<file path="config.mk">
export PLATFORM = sky130hd
export DESIGN_NAME = waveform_record_channel_filter
export DESIGN_NICKNAME = d
export VERILOG_FILES = /design/src/hdl/wrcf_pkg.sv /design/src/hdl/wrcf_front.sv /design/src/hdl/wrcf_queue.sv /design/src/hdl/wrcf_back.sv /design/src/hdl/waveform_record_channel_filter.sv
export SDC_FILE = /design/constraint.sdc
export NUM_CORES = 2
export LEC_CHECK = 0
export ABC_AREA = 1
export BUFFER_PORTS_ARGS = -buffer_cell sky130_fd_sc_hd__clkbuf_2
export CELL_PAD_IN_SITES_DETAIL_PLACEMENT = 1
export CELL_PAD_IN_SITES_GLOBAL_PLACEMENT = 2
export CORE_ASPECT_RATIO = 0.8
export CORE_MARGIN = 2
export CORE_UTILIZATION = 41
export DETAILED_ROUTE_END_ITERATION = 7
export PLACE_DENSITY_LB_ADDON = 0.1
export SKIP_LAST_GASP = 1
export SLEW_MARGIN = 20
export SYNTH_ARGS = -nofsm -noshare
export SYNTH_HDL_FRONTEND = slang
export SYNTH_SLANG_ARGS = --single-unit
</file>
<file path="constraint.sdc">
create_clock -name clk -period 8.9 [get_ports clk]
set_input_delay 1.78 -clock clk [delete_from_list [all_inputs] [get_ports clk]]
set_output_delay 1.78 -clock clk [all_outputs]
set_load 0.01 [all_outputs]
</file>
<file path="src/hdl/wrcf_pkg.sv">
// Package for the waveform record channel filter.
// Holds the header layout constants and the command type that the front
// parser hands to the back end through the queue.
package wrcf_pkg;

  localparam int unsigned STAMP_BYTES = 8;
  localparam int unsigned MASK_WORD_W = 64;
  localparam int unsigned MASK_WORDS  = 4;

  localparam logic [3:0] CHANNEL_POS     = 4'd8;
  localparam logic [3:0] COUNT_FIRST_POS = 4'd9;
  localparam logic [3:0] GATE_POS        = 4'd13;
  localparam logic [3:0] BURST_LAST_BEAT = 4'd8;

  typedef enum logic {
    CMD_PASS  = 1'b0,
    CMD_BURST = 1'b1
  } cmd_kind_t;

  typedef struct packed {
    cmd_kind_t   kind;
    logic [63:0] stamp;
    logic [7:0]  data;
    logic        rec_last;
  } cmd_t;

endpackage

</file>
<file path="src/hdl/wrcf_front.sv">
// Front parser of the waveform record channel filter.
// Tracks the record header and payload, holds the channel mask and issues
// commands into the queue; depends on wrcf_pkg.
module wrcf_front
  import wrcf_pkg::*;
(
  input  logic        clk,
  input  logic        rst_n,
  input  logic        in_tvalid,
  output logic        in_tready,
  input  logic [7:0]  in_tdata,
  input  logic        in_tlast,
  input  logic        cfg_valid,
  input  logic [1:0]  cfg_index,
  input  logic [63:0] cfg_data,
  input  logic        cmd_ready,
  output logic        cmd_valid,
  output cmd_t        cmd
);

  logic [255:0] mask_r;
  logic [63:0]  stamp_r, stamp_nxt;
  logic [3:0]   pos_r, pos_nxt;
  logic [31:0]  sc_r, sc_nxt;
  logic [40:0]  rem_r, rem_nxt;
  logic         sel_r, sel_nxt;
  logic         accept;
  logic         emit;
  logic         rec_last;
  cmd_kind_t    kind;
  logic [8:0]   gate_factor;
  logic [40:0]  payload;

  assign in_tready = cmd_ready;
  assign accept    = in_tvalid && in_tready;

  assign gate_factor = {1'b0, in_tdata} + 9'd2;
  assign payload     = 41'(sc_r) * 41'(gate_factor);

  always_comb begin
    pos_nxt   = pos_r;
    sc_nxt    = sc_r;
    rem_nxt   = rem_r;
    sel_nxt   = sel_r;
    stamp_nxt = stamp_r;
    emit      = 1'b0;
    rec_last  = 1'b0;
    kind      = CMD_PASS;
    if (rem_r != '0) begin
      rem_nxt  = rem_r - 41'd1;
      emit     = sel_r;
      rec_last = (rem_r == 41'd1);
      if (rem_r == 41'd1) begin
        pos_nxt = '0;
        sc_nxt  = '0;
        sel_nxt = 1'b0;
      end
    end else if (pos_r < CHANNEL_POS) begin
      stamp_nxt[{pos_r[2:0], 3'b000} +: 8] = in_tdata;
      pos_nxt = pos_r + 4'd1;
    end else if (pos_r == CHANNEL_POS) begin
      sel_nxt = mask_r[in_tdata];
      emit    = sel_nxt;
      kind    = CMD_BURST;
      pos_nxt = COUNT_FIRST_POS;
    end else if (pos_r < GATE_POS) begin
      case (pos_r)
        COUNT_FIRST_POS: sc_nxt = {24'd0, in_tdata};
        4'd10:           sc_nxt[15:8]  = in_tdata;
        4'd11:           sc_nxt[23:16] = in_tdata;
        default:         sc_nxt[31:24] = in_tdata;
      endcase
      emit    = sel_r;
      pos_nxt = pos_r + 4'd1;
    end else begin
      emit     = sel_r;
      rec_last = (sc_r == '0);
      pos_nxt  = '0;
      if (sc_r == '0) begin
        sc_nxt  = '0;
        sel_nxt = 1'b0;
      end else begin
        rem_nxt = payload;
      end
    end
    if (in_tlast) begin
      rec_last = 1'b1;
      pos_nxt  = '0;
      sc_nxt   = '0;
      rem_nxt  = '0;
      sel_nxt  = 1'b0;
    end
  end

  assign cmd_valid    = accept && emit;
  assign cmd.kind     = kind;
  assign cmd.stamp    = stamp_r;
  assign cmd.data     = in_tdata;
  assign cmd.rec_last = rec_last;

  always_ff @(posedge clk) begin
    if (!rst_n) begin
      mask_r <= '0;
      pos_r  <= '0;
      sc_r   <= '0;
      rem_r  <= '0;
      sel_r  <= 1'b0;
    end else begin
      if (cfg_valid) begin
        mask_r[{cfg_index, 6'd0} +: MASK_WORD_W] <= cfg_data;
      end
      if (accept) begin
        pos_r <= pos_nxt;
        sc_r  <= sc_nxt;
        rem_r <= rem_nxt;
        sel_r <= sel_nxt;
      end
    end
  end

  always_ff @(posedge clk) begin
    if (accept) begin
      stamp_r <= stamp_nxt;
    end
  end

endmodule

</file>
<file path="src/hdl/wrcf_queue.sv">
// Command queue between the front parser and the back end.
// A small register-based FIFO of wrcf_pkg::cmd_t entries.
module wrcf_queue
  import wrcf_pkg::*;
#(
  parameter int unsigned DEPTH = 4
) (
  input  logic clk,
  input  logic rst_n,
  input  logic wr_en,
  input  cmd_t wr_data,
  output logic wr_ready,
  output logic rd_valid,
  output cmd_t rd_data,
  input  logic rd_pop
);

  localparam int unsigned PTR_W = $clog2(DEPTH);
  localparam int unsigned CNT_W = $clog2(DEPTH + 1);

  cmd_t             mem_r [DEPTH];
  logic [PTR_W-1:0] wr_ptr_r, wr_ptr_nxt;
  logic [PTR_W-1:0] rd_ptr_r, rd_ptr_nxt;
  logic [CNT_W-1:0] count_r, count_nxt;
  logic             do_wr, do_rd;

  assign wr_ready = (count_r != CNT_W'(DEPTH));
  assign rd_valid = (count_r != '0);
  assign rd_data  = mem_r[rd_ptr_r];
  assign do_wr    = wr_en && wr_ready;
  assign do_rd    = rd_pop && rd_valid;

  always_comb begin
    wr_ptr_nxt = wr_ptr_r;
    rd_ptr_nxt = rd_ptr_r;
    count_nxt  = count_r;
    if (do_wr) begin
      wr_ptr_nxt = (wr_ptr_r == PTR_W'(DEPTH - 1)) ? '0 : wr_ptr_r + PTR_W'(1);
    end
    if (do_rd) begin
      rd_ptr_nxt = (rd_ptr_r == PTR_W'(DEPTH - 1)) ? '0 : rd_ptr_r + PTR_W'(1);
    end
    if (do_wr && !do_rd) begin
      count_nxt = count_r + CNT_W'(1);
    end else if (do_rd && !do_wr) begin
      count_nxt = count_r - CNT_W'(1);
    end
  end

  always_ff @(posedge clk) begin
    if (!rst_n) begin
      wr_ptr_r <= '0;
      rd_ptr_r <= '0;
      count_r  <= '0;
    end else begin
      wr_ptr_r <= wr_ptr_nxt;
      rd_ptr_r <= rd_ptr_nxt;
      count_r  <= count_nxt;
    end
  end

  always_ff @(posedge clk) begin
    if (do_wr) begin
      mem_r[wr_ptr_r] <= wr_data;
    end
  end

endmodule

</file>
<file path="src/hdl/wrcf_back.sv">
// Back end of the waveform record channel filter.
// Expands queue commands into output beats behind an output register;
// depends on wrcf_pkg.
module wrcf_back
  import wrcf_pkg::*;
(
  input  logic       clk,
  input  logic       rst_n,
  input  logic       head_valid,
  input  cmd_t       head,
  output logic       head_pop,
  output logic       out_tvalid,
  input  logic       out_tready,
  output logic [7:0] out_tdata,
  output logic       out_tlast,
  output logic [0:0] out_tuser
);

  logic [3:0] beat_r, beat_nxt;
  logic       valid_r;
  logic [7:0] data_r;
  logic       last_r;
  logic       run_last_r;
  logic       load;
  logic       cmd_done;
  logic [7:0] beat_data;

  assign load     = !valid_r || out_tready;
  assign cmd_done = (head.kind != CMD_BURST) || (beat_r == BURST_LAST_BEAT);
  assign head_pop = head_valid && load && cmd_done;

  always_comb begin
    beat_data = head.data;
    if (head.kind == CMD_BURST && beat_r != BURST_LAST_BEAT) begin
      beat_data = head.stamp[{beat_r[2:0], 3'b000} +: 8];
    end
    beat_nxt = beat_r;
    if (head_valid && load) begin
      beat_nxt = cmd_done ? '0 : beat_r + 4'd1;
    end
  end

  always_ff @(posedge clk) begin
    if (!rst_n) begin
      beat_r  <= '0;
      valid_r <= 1'b0;
    end else begin
      beat_r <= beat_nxt;
      if (load) begin
        valid_r <= head_valid;
      end
    end
  end

  always_ff @(posedge clk) begin
    if (load) begin
      data_r     <= beat_data;
      last_r     <= cmd_done && head.rec_last;
      run_last_r <= cmd_done;
    end
  end

  assign out_tvalid   = valid_r;
  assign out_tdata    = data_r;
  assign out_tlast    = last_r;
  assign out_tuser[0] = run_last_r;

endmodule

</file>
<file path="src/hdl/waveform_record_channel_filter.sv">
// Waveform record channel filter: passes whole records of a selected channel.
// One input byte is accepted per cycle while the command queue has room; a
// selected channel byte expands to 9 output beats, and the queue absorbs the
// difference in rate between the front parser and the back end.
// The first beat of a result passes through the queue and then the output register.
// Synchronous active-low reset clears the parser, the mask and the queue.
module waveform_record_channel_filter
  import wrcf_pkg::*;
#(
  parameter int unsigned QUEUE_DEPTH = 8
) (
  input  logic        clk,
  input  logic        rst_n,
  input  logic        in_tvalid,
  output logic        in_tready,
  input  logic [7:0]  in_tdata,   // [7:0] data_byte
  input  logic        in_tlast,   // message_last
  output logic        out_tvalid,
  input  logic        out_tready,
  output logic [7:0]  out_tdata,  // [7:0] out_byte
  output logic        out_tlast,  // record_last
  output logic [0:0]  out_tuser,  // [0] run_last
  input  logic        cfg_valid,
  output logic        cfg_ready,
  input  logic [1:0]  cfg_index,
  input  logic [63:0] cfg_data
);

  logic cmd_valid, cmd_ready;
  cmd_t cmd;
  logic head_valid, head_pop;
  cmd_t head;

  assign cfg_ready = 1'b1;

  wrcf_front u_front (
    .clk       (clk),
    .rst_n     (rst_n),
    .in_tvalid (in_tvalid),
    .in_tready (in_tready),
    .in_tdata  (in_tdata),
    .in_tlast  (in_tlast),
    .cfg_valid (cfg_valid),
    .cfg_index (cfg_index),
    .cfg_data  (cfg_data),
    .cmd_ready (cmd_ready),
    .cmd_valid (cmd_valid),
    .cmd       (cmd)
  );

  wrcf_queue #(
    .DEPTH (QUEUE_DEPTH)
  ) u_queue (
    .clk      (clk),
    .rst_n    (rst_n),
    .wr_en    (cmd_valid),
    .wr_data  (cmd),
    .wr_ready (cmd_ready),
    .rd_valid (head_valid),
    .rd_data  (head),
    .rd_pop   (head_pop)
  );

  wrcf_back u_back (
    .clk        (clk),
    .rst_n      (rst_n),
    .head_valid (head_valid),
    .head       (head),
    .head_pop   (head_pop),
    .out_tvalid (out_tvalid),
    .out_tready (out_tready),
    .out_tdata  (out_tdata),
    .out_tlast  (out_tlast),
    .out_tuser  (out_tuser)
  );

endmodule

</file>
==> summary.md <==
| Metric | Value |
|---|---|
| Cts repair resizes | 0 |
| Final nets | 5,883 |
| Area of the die | 0.130 mm^2 |
| Final instance area | 0.0576 mm^2 |
| Post-CTS setup buffer count | 0 |
| Syn avg cell area | 9.36 um^2 |
| Area Growth Syn to Fin | 10.7% |
| Vias/cell | 5.63 |
| Net Count, Synth | 5,940 |
| Layout cells sized above 1 | 0.0840 |
| Dpl cell area | 0.0541 mm^2 |
| Core area | 0.126 mm^2 |
| Fraction of registers with async set/reset | 0 |
| Measured slew at the worst slew-check pin | 1.14 ns |
| Main synth FF type | edfxtp_1 |
| Die Y | 323 um |
| Starting density of the core | 0.415 |
| PD cells | 253 mW/mm^2 |
| Latest clock arrival within the worst-skew pair | 0.76 ns |
| Via Count | 40,800 |
| Pin count of the biggest net entering global routing | 152 |
| Dpl cells | 7,052 |
| Initial antenna violation count | 1 |
| CTS buffer count | 106 |
| Ranking of synthesized cells by area | edfxtp_1 (38%), dfxtp_1 (14%), fa_1 (8.1%) |
| HPWL after detailed placement | 110 mm |
| Final setup violation count | 0 |
| Yosys top cell area share | 0.384 |
| Maximum number of buffers from clock root to sink | 3 |
| CP Data Arrival Time | 7.89 ns |
| Post-synthesis cell type count | 58 |
| Worst vdd ir | 195 uV |
| Cell Area, Synth | 0.0521 mm^2 |
| Routed WL per cell | 23.8 um |
| Root Driver | clkbuf_16 |
| Initial DRT Pass Iterations | 6 |
| 1st-iter DRT viols | 3,002 |
| Skew final | 0.0810 ns |
| FMAX | 137 MHz |
| Global-route usage over all layers | 0.265 |
| Status | finished clean |
| H-tree lvl count | 3 |
| Die X | 402 um |
| I/O Buffers | 91 |
| Final Non-Filler Cells | 7,248 |
| Crit path required time | 9.47 ns |
| IO Pins | 93 |
| Slew headroom | 0.237 |
| Yosys warns | 0 |
| Crit path time final | 7.32 ns |
| Grt total ovfl | 0 |
| # DRC | 0 |
| Critical path type | in2reg |
| Post-Synthesis Cells | 5,565 |
| CTS clk-pin slew, worst paths | 0.06 ns |
| Fillers | 14,100 |
| Yosys reg bits | 1,018 |
| CP Capture Type | flop |
| Max-slew violations | 0 |
| Antenna viol nets, final | 0 |
| First-pass GRT wire length | 264 mm |
| WL final | 172 mm |
| Num rows | 116 |
| MaxCap Viol Count | 0 |
| Startpoint Class | input port |
| Gpl congestion | 0.864 |
| Most common cell after layout, fill and taps aside | nor2_1 |
| Register area share after synthesis | 0.519 |
| Worst Hold Class | reg2reg |
| Vias in the first global route | 42,400 |
| Leak Pwr | 21.4 nW |
| Hold Fails Final Rpt | 0 |
| RSZ-0062 raised after global routing | false |
| Clock tree from TritonCTS | done |
| Final Cycle Share | 0.823 |
| Most frequent cells in the layout | nor2_1 (873), nand2_1 (792), edfxtp_1 (666) |
| Post-route setup TNS | 0 ns |
| Synth area leader | edfxtp_1 |
| Post-synth EDFFs | 666 |
| Cts-stage hold buffer count | 0 |
| Clock Sinks | 1,018 |
| Crit Path Max Fanout | 26 |
## power by group
part           internal (mW)  total, mW  leakage (nW)  switching [mW]
clock                   2.55       4.53          1.71            1.98
combinational           1.31       4.57          10.8            3.26
sequential              5.24       5.50          8.85           0.264
## final timing paths
check / depth (start not counted) / startpoint / slack [ns] / end
worst max-delay path: 23 / in_tdata[3] / 1.58 / u_front.rem_r[17]
worst min-delay path: 2 / u_front.mask_r[28] / 0.46 / u_front.mask_r[28]
worst max register to register: 18 / u_front.sc_r[31] / 3.38 / u_front.rem_r[38]
worst min register to register: 2 / u_front.mask_r[28] / 0.46 / u_front.mask_r[28]
## synthesized netlist by cell type, types with 7 or more instances
master,count
xor2_1,40
nand2_1,796
nor2_1,886
buf_1,31
a21boi_0,7
clkbuf_1,256
o22ai_1,49
o21ai_0,373
o221ai_1,103
dfxtp_1,352
nor2_4,7
nor3_1,105
a21oi_1,254
a211oi_1,10
nor4_1,7
inv_1,481
a22oi_1,137
buf_2,42
edfxtp_1,666
or2_2,67
inv_2,12
o211ai_1,15
buf_4,10
fa_1,212
nand3_1,432
a31oi_1,27
ha_1,83
xnor2_1,12
nand4_1,23
## metal layers
metal | global-route usage | part of all wire
met1 | 0.370 | 0.46
met2 | 0.440 | 0.47
met3 | 0.0360 | 0.049
met4 | 0.0585 | 0.022
met5 | 0 | 0
## area by class of cell
cell class	count	area, um^2	area share
Tap cell	1652	2070	0.0359
Clock buffer	152	2980	0.0518
Inverter	500	1910	0.0331
Antenna cell	1	2.50	0.0000434
Multi-Input combinational cell	3707	21900	0.380
Timing Repair Buffer	175	1210	0.0209
Sequential cell	1018	27100	0.469
Clock inverter	43	532	0.00923
## cell families after synthesis
kind of cell / Yosys count / share of synthesized area
xor+xnor: 52 / 0.00875
fa+ha+maj: 295 / 0.101
buf+inv: 840 / 0.0626
flops: 1018 / 0.519
simple gates: 2349 / 0.191
compound gates: 1010 / 0.117
other cells: 1 / 0.0000720
## critical path: stages
cell      delay (ns)
clkbuf_2        0.23
inv_1           0.09
nor3_1          0.24
nand4_1         0.19
nor2_1          0.42
inv_2           0.37
nor2_1          0.23
fa_1            0.47
fa_1            0.46
fa_1            0.49
inv_1           0.05
fa_1            0.48
inv_1           0.04
ha_1            0.34
nand2_1         0.12
nor2_1          0.15
inv_1           0.07
o21ai_0         0.57
a21boi_0        0.33
a21oi_1         0.48
nor2_1          0.10
a21oi_1         0.13
nor2_1          0.05
## flip-flops by register name, indices dropped and copies added, names as in the netlist, named ones only
signal,count
u_back.out_tlast,1
u_queue.count_r,4
u_front.rem_r,41
u_front.sel_r,1
u_back.out_tdata,8
u_front.stamp_r,64
u_queue.wr_ptr_r,3
u_front.sc_r,32
u_back.out_tvalid,1
u_front.pos_r,4
u_queue.mem_r,592
u_back.out_tuser,1
u_back.beat_r,4
u_front.mask_r,256
u_queue.rd_ptr_r,3
## per-stage QoR
stage | worst slack (ns) | hold slack (ns) | utilization | power (mW)
floorplan | 1.75 | 0.445 | - | 8.45
global placement | 0.891 | 0.452 | 0.431 | 10.1
detailed placement | 0.889 | 0.457 | 0.431 | 10.2
CTS | 1.60 | 0.467 | 0.459 | 14.7
global route | 1.26 | 0.487 | 0.459 | 15.4
finish | 1.58 | 0.464 | 0.459 | 14.6
Note: power is estimated with default switching activity, not from simulation.
